==> src/rtl/core/dwsa_pkg.sv <==
// Shared constants, codes and ring-index helper for the deque block.
// No dependencies.
package dwsa_pkg;

	localparam int DEPTH  = 256;
	localparam int AW     = (DEPTH > 1) ? $clog2(DEPTH) : 1;
	localparam int PW     = AW + 1;
	localparam int CW     = $clog2(DEPTH + 1);
	localparam int DATA_W = 32;
	localparam int SUM_W  = 40;
	localparam int IDX_W  = 8;
	localparam int CNT_W  = 9;

	typedef enum logic [2:0] {
		FN_PUSH      = 3'd0,
		FN_POP_FRONT = 3'd1,
		FN_POP_BACK  = 3'd2,
		FN_SEARCH    = 3'd3,
		FN_QUERY     = 3'd4
	} func_t;

	localparam logic [1:0] ST_OK        = 2'd0;
	localparam logic [1:0] ST_EMPTY     = 2'd1;
	localparam logic [1:0] ST_NOT_FOUND = 2'd2;
	localparam logic [1:0] ST_FULL      = 2'd3;

	// (base + offset) mod DEPTH, offset below 2*DEPTH - base
	function automatic logic [AW-1:0] ring_add(input logic [AW-1:0] base,
		input logic [PW-1:0] offs);
		logic [PW:0] s;
		s = {2'b00, base} + {1'b0, offs};
		if (s >= (PW+1)'(DEPTH)) begin
			s = s - (PW+1)'(DEPTH);
		end
		return s[AW-1:0];
	endfunction

endpackage

==> src/rtl/core/dwsa_div.sv <==
// Bit-serial signed-by-unsigned divider, one quotient bit per cycle,
// truncation toward zero. Depends on dwsa_pkg.
module dwsa_div import dwsa_pkg::*; (
	input  logic                    clk,
	input  logic                    arst_n,
	input  logic                    start,
	input  logic signed [SUM_W-1:0] dividend,
	input  logic [CW-1:0]           divisor,
	output logic                    done,
	output logic [DATA_W-1:0]       quotient
);

	localparam int STEP_W = $clog2(SUM_W + 1);

	logic [SUM_W-1:0]  q_q;
	logic [CW-1:0]     rem_q;
	logic [CW-1:0]     dvs_q;
	logic              neg_q;
	logic [STEP_W-1:0] step_q;
	logic              run_q;
	logic              done_q;

	logic [CW:0]       rem_sh;
	logic              ge;
	logic [SUM_W-1:0]  res;

	assign rem_sh = {rem_q, q_q[SUM_W-1]};
	assign ge     = rem_sh >= {1'b0, dvs_q};
	assign res    = neg_q ? (~q_q + SUM_W'(1)) : q_q;

	always_ff @(posedge clk or negedge arst_n) begin
		if (!arst_n) begin
			q_q    <= '0;
			rem_q  <= '0;
			dvs_q  <= '0;
			neg_q  <= 1'b0;
			step_q <= '0;
			run_q  <= 1'b0;
			done_q <= 1'b0;
		end else begin
			done_q <= 1'b0;
			if (start) begin
				neg_q  <= dividend[SUM_W-1];
				q_q    <= dividend[SUM_W-1] ? (~dividend + SUM_W'(1)) : dividend;
				rem_q  <= '0;
				dvs_q  <= divisor;
				step_q <= STEP_W'(SUM_W);
				run_q  <= 1'b1;
			end else if (run_q) begin
				rem_q  <= ge ? CW'(rem_sh - {1'b0, dvs_q}) : CW'(rem_sh);
				q_q    <= {q_q[SUM_W-2:0], ge};
				step_q <= step_q - STEP_W'(1);
				if (step_q == STEP_W'(1)) begin
					run_q  <= 1'b0;
					done_q <= 1'b1;
				end
			end
		end
	end

	assign done     = done_q;
	assign quotient = res[DATA_W-1:0];

endmodule

==> config.mk <==
export PLATFORM = sky130hd
export DESIGN_NAME = dwsa_div
export DESIGN_NICKNAME = d
export VERILOG_FILES = /design/src/rtl/core/dwsa_pkg.sv /design/src/rtl/core/dwsa_div.sv
export SDC_FILE = /design/constraint.sdc
export NUM_CORES = 1
export LEC_CHECK = 0
export BUFFER_PORTS_ARGS = -buffer_cell sky130_fd_sc_hd__buf_2
export CORE_MARGIN = 1
export CORE_UTILIZATION = 55
export DETAILED_ROUTE_END_ITERATION = 6
export PLACE_DENSITY = 0.75
export SYNTH_ARGS = -nofsm -noshare
export SYNTH_HDL_FRONTEND = slang
export SYNTH_SLANG_ARGS = --single-unit
==> constraint.sdc <==
create_clock -name clk -period 5.61 [get_ports clk]
set_clock_uncertainty 0.05 [all_clocks]
set_input_delay 0.561 -clock clk [delete_from_list [all_inputs] [get_ports clk]]
set_output_delay 0.561 -clock clk [all_outputs]
set_load 0.02 [all_outputs]
==> results of run 1 <==
## cell families (layout without fill, tap and decap cells)
| family | count (synthesis) | count (layout) | synth area share |
|---|---|---|---|
| xor+xnor | 74 | 74 | 0.1274 |
| fa+ha+maj | 14 | 14 | 0.03590 |
| other cells | 0 | 2 | 0 |
| flops | 67 | 67 | 0.3295 |
| simple gates | 188 | 188 | 0.2132 |
| buf+inv | 54 | 123 | 0.04106 |
| compound gates | 170 | 170 | 0.2250 |
| mux | 14 | 14 | 0.02803 |
## cell usage in the layout (no fill, tap or decap), types with 20 or more instances in the layout
master and n:
buf_2 83, nand2_1 43, xor2_1 33, a211oi_1 38, o21ai_0 32, nor2_1 34, dfrtp_1 66, nor2b_1 35
xnor2_1 41, o31ai_1 20, a21oi_1 39
## where the power goes
part / switching (uW) / internal [uW]
registers: 83.9 / 555
logic: 386 / 297
clock network: 195 / 205
## per-layer routing
layer,part of all wire,vias up
met1,0.47,2207
met2,0.47,131
met5,0,-
met4,0.016,0
li1,-,2258
met3,0.044,18
## cells in the mapped netlist, drive strengths merged, types with 2 or more instances
| library cell | count | area share |
|---|---|---|
| nand3 | 12 | 0.013 |
| mux2 | 2 | 0.0044 |
| a311oi | 3 | 0.0052 |
| a41o | 2 | 0.0039 |
| ha | 13 | 0.032 |
| dfrtp | 67 | 0.33 |
| and4b | 3 | 0.0059 |
| nor3 | 9 | 0.011 |
| mux2i | 12 | 0.024 |
| inv | 18 | 0.013 |
| nor4 | 11 | 0.021 |
| nor2 | 34 | 0.025 |
| o21ai | 33 | 0.032 |
| nand4b | 4 | 0.012 |
| nor2b | 35 | 0.043 |
| nand2 | 43 | 0.032 |
| buf | 9 | 0.0079 |
| o21a | 3 | 0.0044 |
| or3 | 8 | 0.0098 |
| clkbuf | 25 | 0.018 |
| xnor2 | 41 | 0.071 |
| o31ai | 22 | 0.034 |
| a21oi | 39 | 0.038 |
| clkinv | 2 | 0.0015 |
| a21o | 3 | 0.0044 |
| a211oi | 38 | 0.056 |
| and3 | 8 | 0.0098 |
| xor2 | 33 | 0.057 |
| nand2b | 4 | 0.0049 |
| nand4 | 2 | 0.0025 |
| or2 | 6 | 0.0074 |
| o41ai | 16 | 0.028 |
| or4 | 8 | 0.015 |
## worst reg2reg max path: stages (launching register included)
cell      delay [ps]
dfrtp_1          350
inv_1             60
ha_1             240
fa_1             410
nor2b_1          230
o311ai_1         160
and3_1           320
or4_1            550
a311oi_1         270
## state kept, by name (all words and copies together) (netlist names)
signal  flops
done        1
run_q       1
q_q        40
rem_q       9
dvs_q       9
step_q      6
neg_q       1
## per-stage QoR
step                        util  instance area, um^2  setup WS, ps  instances
after floorplan                -                 5089          2959        581
after global placement    0.6257                 5537          2775        742
after detailed placement  0.6257                 5537          2653        742
after CTS                 0.6476                 5731          2267        758
after global routing      0.6482                 5736          2102        760
final                     0.6482                 5736          2255        760
## area by class of cell
type                            count  area, um^2  area share
Antenna cell                        2       5.005   0.0008726
Clock buffer                       10       127.6     0.02225
Clock inverter                      6       66.31     0.01156
Inverter                           20       75.07     0.01309
Multi-Input combinational cell    460        3203      0.5585
Sequential cell                    67        1678      0.2925
Tap cell                          108       135.1     0.02356
Timing Repair Buffer               87       445.4     0.07766
## how the worst max path moves through the flow
stage                 start           end  cells after the start
2_1_floorplan       q_q[23]  quotient[29]                      5
3_3_place_gp   dividend[10]       q_q[31]                      6
3_5_place_dp         q_q[6]  quotient[23]                      6
4_1_cts              q_q[5]  quotient[23]                      6
5_1_grt              q_q[5]  quotient[23]                      6
6_report             q_q[5]  quotient[23]                      6
==> metrics.cfg, run 1 <==
[status]
status=complete, but fails checks
violations=DRC

[drt]
drtAntennaViolNets=0
wirelength_um=12440
num_vias=4614
detailedRoute.firstPassIterationCount=7
drt_iter0_markers=285
wire_per_inst_um=16.37
drc=8
vias_per_cell=6.071

[timing]
post-route-period-util=0.5981
max_slew_margin=0.2846
hold_viol_final=0
hold_slack_ps=365.2
worst_slew_pin_slew_ps=1073
fin_crit_ps=3355
slew_violations=0
max_freq_mhz=298.0
final.setup.tns_ps=0
finalSetupViolCount=0
rsz0062_at_grt=false

[global_route]
grtUsageMet1=0.3732
grt_start_max_net_pins=115
overflow=0
grt_most_used_layer=met2
gr-usage-met2=0.4307
antenna_found_initial=2
grt_pass1_wl_um=21100
grt_pass1_vias=4453
grt_use_total=0.2695
use_met3=0.03651

[cts]
clk_latency_ps=350
clockRootBuffer=clkbuf_8
htreeDepth=3
cts_resized=0
cts_tree=yes
post_cts_buffers=0
clk_pin_slew_ps=80
cts_buffers=9
ctsHoldBuffers=0
clk_path_buf_depth=2
cts_sinks=67

[finish]
n_fill_cell=780
layout.nets=711
drive_gt1_frac=0.1969
syn_to_final_growth_pct=12.71

[setup_path]
reg2regPathDepth=8
cp-end-kind=primary output
reg2reg_from=q_q[39]
arrival_ps=2740
cp_top_family=simple AND/OR/NAND/NOR gates
cp-start-kind=flip-flop
cp_cell_sequence=or4_4, nor2_1, nand3_1, o41ai_1, xnor2_1, buf_2
worstPathRequired_ps=5000
max_stage_delay_ps=540
path_max_fanout=5
crit_slowest_cell=or4_4
r2r_slack_ps=2880
path_buf_inv=1
critical_path_class=flip-flop to primary output
r2r-end=rem_q[7]

[synthesis]
yosysWarnings=0
synth_edf_count=0
synth_cell_types=57
synth-main-ff-cell=dfrtp_1
syn_nets=647
ys_seq_area_frac=0.3295
post_synth.cell_area_avg_um2=8.758
syn_area_um2=5089
async_reset_ff_frac=1.000
ys_seq_elements=67
netlist_instances=581

[power_and_ir_drop]
p_per_area_nw_per_um2=300.3
total_power_uw=1722
irDropWorstVdd_mv=0.1614
p_leak_uw=0.002476

[flow_run]
cap_violations=0

[placement]
dp_hpwl_um=8467
port_buffers=84
gp_congestion=0.8281

[floorplan]
num_rows=34
ios=85
die_w_um=98.19
design.core.area_um2=8848
die_y_um=98.19
die-area_um2=9640
initial_core_util=0.5751

[min_path]
holdCritPathClass=input pin to async pin

No activity file was read; power rests on OpenSTA's default activity.
==> run 2, diff against run 1 <==
==> constraint.sdc (replaced) <==
create_clock -name clk -period 3.3 [get_ports clk]
set_clock_uncertainty 0.05 [all_clocks]
set_input_delay 0.33 -clock clk [delete_from_list [all_inputs] [get_ports clk]]
set_output_delay 0.33 -clock clk [all_outputs]
set_load 0.02 [all_outputs]
==> run 2 against run 1 <==
- sequential share of layout area shrank 0.30 points
- the run still ends with DRC left
- highest routed layer unchanged
- clock power grew 110%
- combinational power grew 70%
- hold slack lost 240 ps
- routed wire length grew 0.76%
==> metrics.cfg, run 2 (same netlist as run 1, synthesis figures left out) <==
[setup_path]
worstPathRequired_ps=2920  ; was 5000 ps
path_max_fanout=4  ; was 5
r2r-end=rem_q[7]  ; unchanged
reg2reg_from=q_q[39]  ; unchanged
cp-end-kind=primary output  ; unchanged
cp-start-kind=flip-flop  ; unchanged
critical_path_class=flip-flop to primary output  ; unchanged
arrival_ps=2620  ; was 2740 ps
r2r_slack_ps=630  ; was 2880 ps
reg2regPathDepth=8  ; unchanged

[cts]
clk_pin_slew_ps=80  ; about the same
post_cts_buffers=0  ; unchanged
cts_resized=0  ; unchanged
cts_buffers=9  ; unchanged
htreeDepth=3  ; unchanged
ctsHoldBuffers=0  ; unchanged
cts_sinks=67  ; unchanged
cts_tree=yes  ; unchanged
clk_latency_ps=350  ; about the same
clockRootBuffer=clkbuf_8  ; unchanged
clk_path_buf_depth=2  ; unchanged

[flow_run]
cap_violations=0  ; unchanged

[global_route]
grt_start_max_net_pins=93  ; was 115
grt_pass1_vias=4472  ; was 4453
grt_use_total=0.2727  ; was 0.2695
grt_pass1_wl_um=21400  ; was 21100 um
antenna_found_initial=1  ; was 2
overflow=0  ; unchanged

[timing]
max_slew_margin=0.3461  ; was 0.2846
finalSetupViolCount=0  ; unchanged
rsz0062_at_grt=false  ; unchanged
max_freq_mhz=333.7
slew_violations=0  ; unchanged
worst_slew_pin_slew_ps=980.8  ; was 1073 ps
fin_crit_ps=2996
post-route-period-util=0.9080
final.setup.tns_ps=0  ; unchanged
hold_viol_final=0  ; unchanged

[finish]
final_area_um2=5794  ; was 5736 um^2
layout.nets=713  ; was 711
finalNonFillerCells=761  ; was 760
final_common_cell=buf_2  ; unchanged
largest_register=q_q  ; unchanged
drive_gt1_frac=0.2009  ; was 0.1969
syn_to_final_growth_pct=13.87  ; was 12.71%
final_cell_mix=83 x buf_2, 66 x dfrtp_1, 43 x nand2_1  ; unchanged
top_regs=q_q (40), dvs_q (9), rem_q (9)  ; unchanged
largest_reg_flops=40  ; unchanged
final_core_util=0.6548  ; was 0.6482

[floorplan]
die-area_um2=9640  ; unchanged
ios=85  ; unchanged
initial_core_util=0.5751  ; unchanged
die_w_um=98.19  ; unchanged
num_rows=34  ; unchanged
design.core.area_um2=8848  ; unchanged
die_y_um=98.19  ; unchanged

[drt]
vias_per_cell=6.096  ; was 6.071
drc=8  ; unchanged
wirelength_um=12530  ; was 12440 um
detailedRoute.firstPassIterationCount=6  ; was 7
num_vias=4639  ; was 4614
drt_iter0_markers=403  ; was 285
wire_per_inst_um=16.47  ; was 16.37 um
drtAntennaViolNets=0  ; unchanged

[power_and_ir_drop]
irDropWorstVdd_mv=0.2499  ; was 0.1614 mV
p_leak_uw=0.002515  ; was 0.002476 uW
p_per_area_nw_per_um2=531.4  ; was 300.3 nW/um^2

[placement]
dpl_cell_area_um2=5552  ; was 5537 um^2
dp_hpwl_um=8676  ; was 8467 um
port_buffers=84  ; unchanged
placedCellCount=744  ; was 742
gp_congestion=0.9057  ; was 0.8281

[min_path]
holdCritPathClass=input pin to async pin  ; unchanged

[status]
status=complete, but fails checks  ; unchanged
violations=DRC  ; unchanged

==> run 2: cell types whose count changed in the layout (fill, tap and decap cells not counted) <==
cell        previous run  this run
buf_4                  4         6
bufinv_16              1         3
clkbuf_1               1         0
clkinv_2               1         2
clkinvlp_4             3         1
diode_2                2         1
==> run 2: how the worst max path moves through the flow <==
stage | from | endpoint | slack [ps] | cells after the start
after floorplan | q_q[39] | rem_q[7] | 810 | 9
after global placement | q_q[6] | quotient[23] | 690 | 6
after detailed placement | q_q[6] | quotient[23] | 640 | 6
after CTS | q_q[6] | quotient[23] | 260 | 6
after global routing | q_q[5] | quotient[23] | 130 | 6
final | q_q[6] | quotient[23] | 300 | 6
==> run 2: cell type report <==
type | count | area [um^2]
Antenna cell | 1 | 2.502
Clock buffer | 9 | 123.9
Clock inverter | 7 | 116.4
Fill cell | 751 | 3054
Inverter | 20 | 75.07
Multi-Input combinational cell | 460 | 3203
Sequential cell | 67 | 1678
Tap cell | 108 | 135.1
Timing Repair Buffer | 89 | 460.4
==> run 2: power breakdown <==
part           leakage (uW)  internal [uW]  switching [uW]  total (uW)
combinational       0.00161            504             656        1160
clock              0.000119            500             333         833
sequential         0.000788            943             142        1090
total               0.00252           1950            1130        3080
==> run 2: metrics by stage <==
step / power (uW) / hold slack [ps] / setup slack (ps)
final: 3079 / 125.5 / 303.6
after global routing: 3265 / 149.5 / 134.7
after detailed placement: 2250 / 461.5 / 644.9
after CTS: 3092 / 124.7 / 257.1
after global placement: 2222 / 448.6 / 687.4
after floorplan: 1930 / -15.59 / 806.9
==> run 2: per-layer routing <==
layer | vias up | wire length, um | GRT usage
li1 | 2253 | - | -
met1 | 2223 | 5826 | 0.3792
met2 | 146 | 5892 | 0.4372
met3 | 17 | 618 | 0.03865
met4 | 0 | 196 | 0.09300
met5 | - | 0 | 0
==> run 2: critical path, cell delays in order (launching register included) <==
cell and delay (ps):
dfrtp_1 420, or4_4 570, nor2_1 410, nand3_1 200, o41ai_1 340, xnor2_1 150
buf_2 180
==> run 3, diff against run 2 <==
--- a/config.mk
+++ b/config.mk
@@ -5,11 +5,11 @@
 export SDC_FILE = /design/constraint.sdc
 export NUM_CORES = 1
 export LEC_CHECK = 0
-export BUFFER_PORTS_ARGS = -buffer_cell sky130_fd_sc_hd__buf_2
 export CORE_MARGIN = 1
 export CORE_UTILIZATION = 55
 export DETAILED_ROUTE_END_ITERATION = 6
-export PLACE_DENSITY = 0.75
+export DONT_BUFFER_PORTS = 1
+export PLACE_DENSITY = 0.67
 export SYNTH_ARGS = -nofsm -noshare
 export SYNTH_HDL_FRONTEND = slang
 export SYNTH_SLANG_ARGS = --single-unit
==> run 3 against run 2 <==
- the run still ends with DRC left
- critical path depth down 1
- die area stayed put
- register-to-register slack is essentially flat
==> metrics.cfg, run 3 (same netlist as run 1, synthesis figures left out) <==
[global_route]
grt_use_total=0.2577  ; was 0.2727
use_met3=0.03937  ; was 0.03865
overflow=0  ; unchanged
grt_pass1_wl_um=20080  ; was 21400 um
gr-usage-met2=0.3857  ; was 0.4372
grt_most_used_layer=met1  ; was met2
grt_start_max_net_pins=115  ; was 93
antenna_found_initial=0  ; was 1
grt_pass1_vias=4064  ; was 4472
grtUsageMet1=0.3861  ; was 0.3792

[status]
status=complete, but fails checks  ; unchanged
violations=DRC  ; unchanged

[finish]
n_fill_cell=787  ; was 751
final_common_cell=dfrtp_1  ; was buf_2
final_cell_mix=66 x dfrtp_1, 43 x nand2_1, 41 x xnor2_1  ; was 83 x buf_2, 66 x dfrtp_1, 43 x nand2_1
layout.nets=629  ; was 713
final_core_util=0.6061  ; was 0.6548
drive_gt1_frac=0.07570  ; was 0.2009
largest_register=q_q  ; unchanged
n_antenna_cell=0  ; was 1
syn_to_final_growth_pct=5.385  ; was 13.87%
top_regs=q_q (40), dvs_q (9), rem_q (9)  ; unchanged
multi_input_area_um2=3203  ; unchanged
seq_area_um2=1678  ; unchanged
largest_reg_flops=40  ; unchanged

[cts]
clk_path_buf_depth=2  ; unchanged
cts_tree=yes  ; unchanged
cts_sinks=67  ; unchanged
clk_latency_ps=340  ; was 350 ps
cts_resized=0  ; unchanged
post_cts_buffers=0  ; unchanged
clockRootBuffer=clkbuf_8  ; unchanged
htreeDepth=3  ; unchanged
clk_pin_slew_ps=70  ; was 80 ps
cts_buffers=9  ; unchanged

[timing]
fin_crit_ps=2996  ; about the same
rsz0062_at_grt=false  ; unchanged
worst_slew_pin_slew_ps=1050  ; was 980.8 ps
hold_viol_final=0  ; unchanged
finalSetupViolCount=0  ; unchanged
post-route-period-util=0.9079  ; was 0.9080
max_freq_mhz=333.8  ; was 333.7 MHz
hold_slack_ps=32.68  ; was 125.5 ps
final.setup.tns_ps=0  ; unchanged
slew_violations=0  ; unchanged
max_slew_margin=0.3000  ; was 0.3461

[min_path]
min_from=start
holdCritPathClass=input pin to flip-flop  ; was input pin to async pin

[floorplan]
die-area_um2=9640  ; unchanged
initial_core_util=0.5751  ; unchanged
die_w_um=98.19  ; unchanged
ios=85  ; unchanged
design.core.area_um2=8848  ; unchanged
num_rows=34  ; unchanged
die_y_um=98.19  ; unchanged

[setup_path]
cp-end-kind=primary output  ; unchanged
worstPathRequired_ps=2920  ; about the same
cp_cell_sequence=or4_4, nor2_1, nand3_1, o41ai_1, xnor2_1  ; was or4_4, nor2_1, nand3_1, o41ai_1, xnor2_1, buf_2
arrival_ps=2620  ; about the same
cp_top_family=simple AND/OR/NAND/NOR gates  ; unchanged
max_stage_delay_ps=560  ; was 570 ps
critical_path_class=flip-flop to primary output  ; unchanged
path_buf_inv=0  ; was 1
path_max_fanout=4  ; unchanged
crit_path_start=q_q[6]  ; unchanged
cp-start-kind=flip-flop  ; unchanged
crit_slowest_cell=or4_4  ; unchanged
reg2reg_from=q_q[39]  ; unchanged

[power_and_ir_drop]
p_leak_uw=0.002173  ; was 0.002515 uW
p_per_area_nw_per_um2=529.3  ; was 531.4 nW/um^2
irDropWorstVdd_mv=0.2357  ; was 0.2499 mV

[drt]
drtAntennaViolNets=0  ; unchanged
wire_per_inst_um=17.94  ; was 16.47 um
drc=10  ; was 8
num_vias=4246  ; was 4639
wirelength_um=12130  ; was 12530 um
drt_iter0_markers=299  ; was 403
detailedRoute.firstPassIterationCount=7  ; was 6
vias_per_cell=6.281  ; was 6.096

[placement]
gp_congestion=0.8243  ; was 0.9057
dp_hpwl_um=8306  ; was 8676 um
port_buffers=0  ; was 84

[flow_run]
cap_violations=0  ; unchanged

==> run 3: cell types whose count changed in the layout (fill, tap and decap cells not counted), sizes merged <==
cell,before,now
buf,89,3
bufinv,3,2
clkbuf,9,11
clkinv,5,4
diode,1,0
dlygate4sd3,0,2
==> run 3: path summary, 6_finish.rpt <==
check                                to  slack (ps)  cells after the start
setup / recovery           quotient[23]         300                      5
hold / removal                step_q[4]          30                      1
setup reg to reg               rem_q[7]         620                      8
hold reg to reg                dvs_q[0]         490                      1
max in group asynchronous         run_q        2390                      2
min in group asynchronous        q_q[8]         490                      2
==> run 3: repair_timing <==
action,in CTS,in global routing
setup endpoints to repair,0,0
hold buffers,3,0
hold endpoints to repair,69,0
==> run 3: layer usage <==
metal / wire, um / vias to the layer above
met5: 0 / -
met4: 134 / 0
met3: 821 / 9
met2: 5265 / 136
met1: 5905 / 2020
li1: - / 2081
==> run 3: where the power goes <==
part | total (uW) | switching, uW | internal (uW)
Sequential | 1090 | 149 | 943
Clock | 743 | 319 | 424
Combinational | 1000 | 576 | 427
Total | 2840 | 1040 | 1790
==> run 3: area by class of cell <==
cell class                      count  share of cell area
Clock buffer                       11             0.02450
Clock inverter                      5             0.01447
Inverter                           20             0.01400
Multi-Input combinational cell    460              0.5973
Sequential cell                    67              0.3129
Tap cell                          108             0.02520
Timing Repair Buffer                5             0.01167
==> run 3: through the flow <==
step | cells | power (uW) | setup WS (ps) | cell area (um^2)
2_1_floorplan | 581 | 1930 | 806.9 | 5089
3_3_place_gp | 657 | 2052 | 711.3 | 5106
3_5_place_dp | 657 | 2077 | 613.6 | 5106
4_1_cts | 676 | 2852 | 277.2 | 5363
5_1_grt | 676 | 3023 | 159.7 | 5363
6_report | 676 | 2838 | 303.9 | 5363
==> run 3: worst register-to-register path: cells and delay by family (launching register included) <==
family | cells | cell delay (ps)
adder cells (fa/ha/maj) | 2 | 650
buffers and inverters | 1 | 70
flip-flops | 1 | 350
AND/OR/NAND/NOR | 3 | 1070
AO/OA/AOI/OAI | 2 | 410
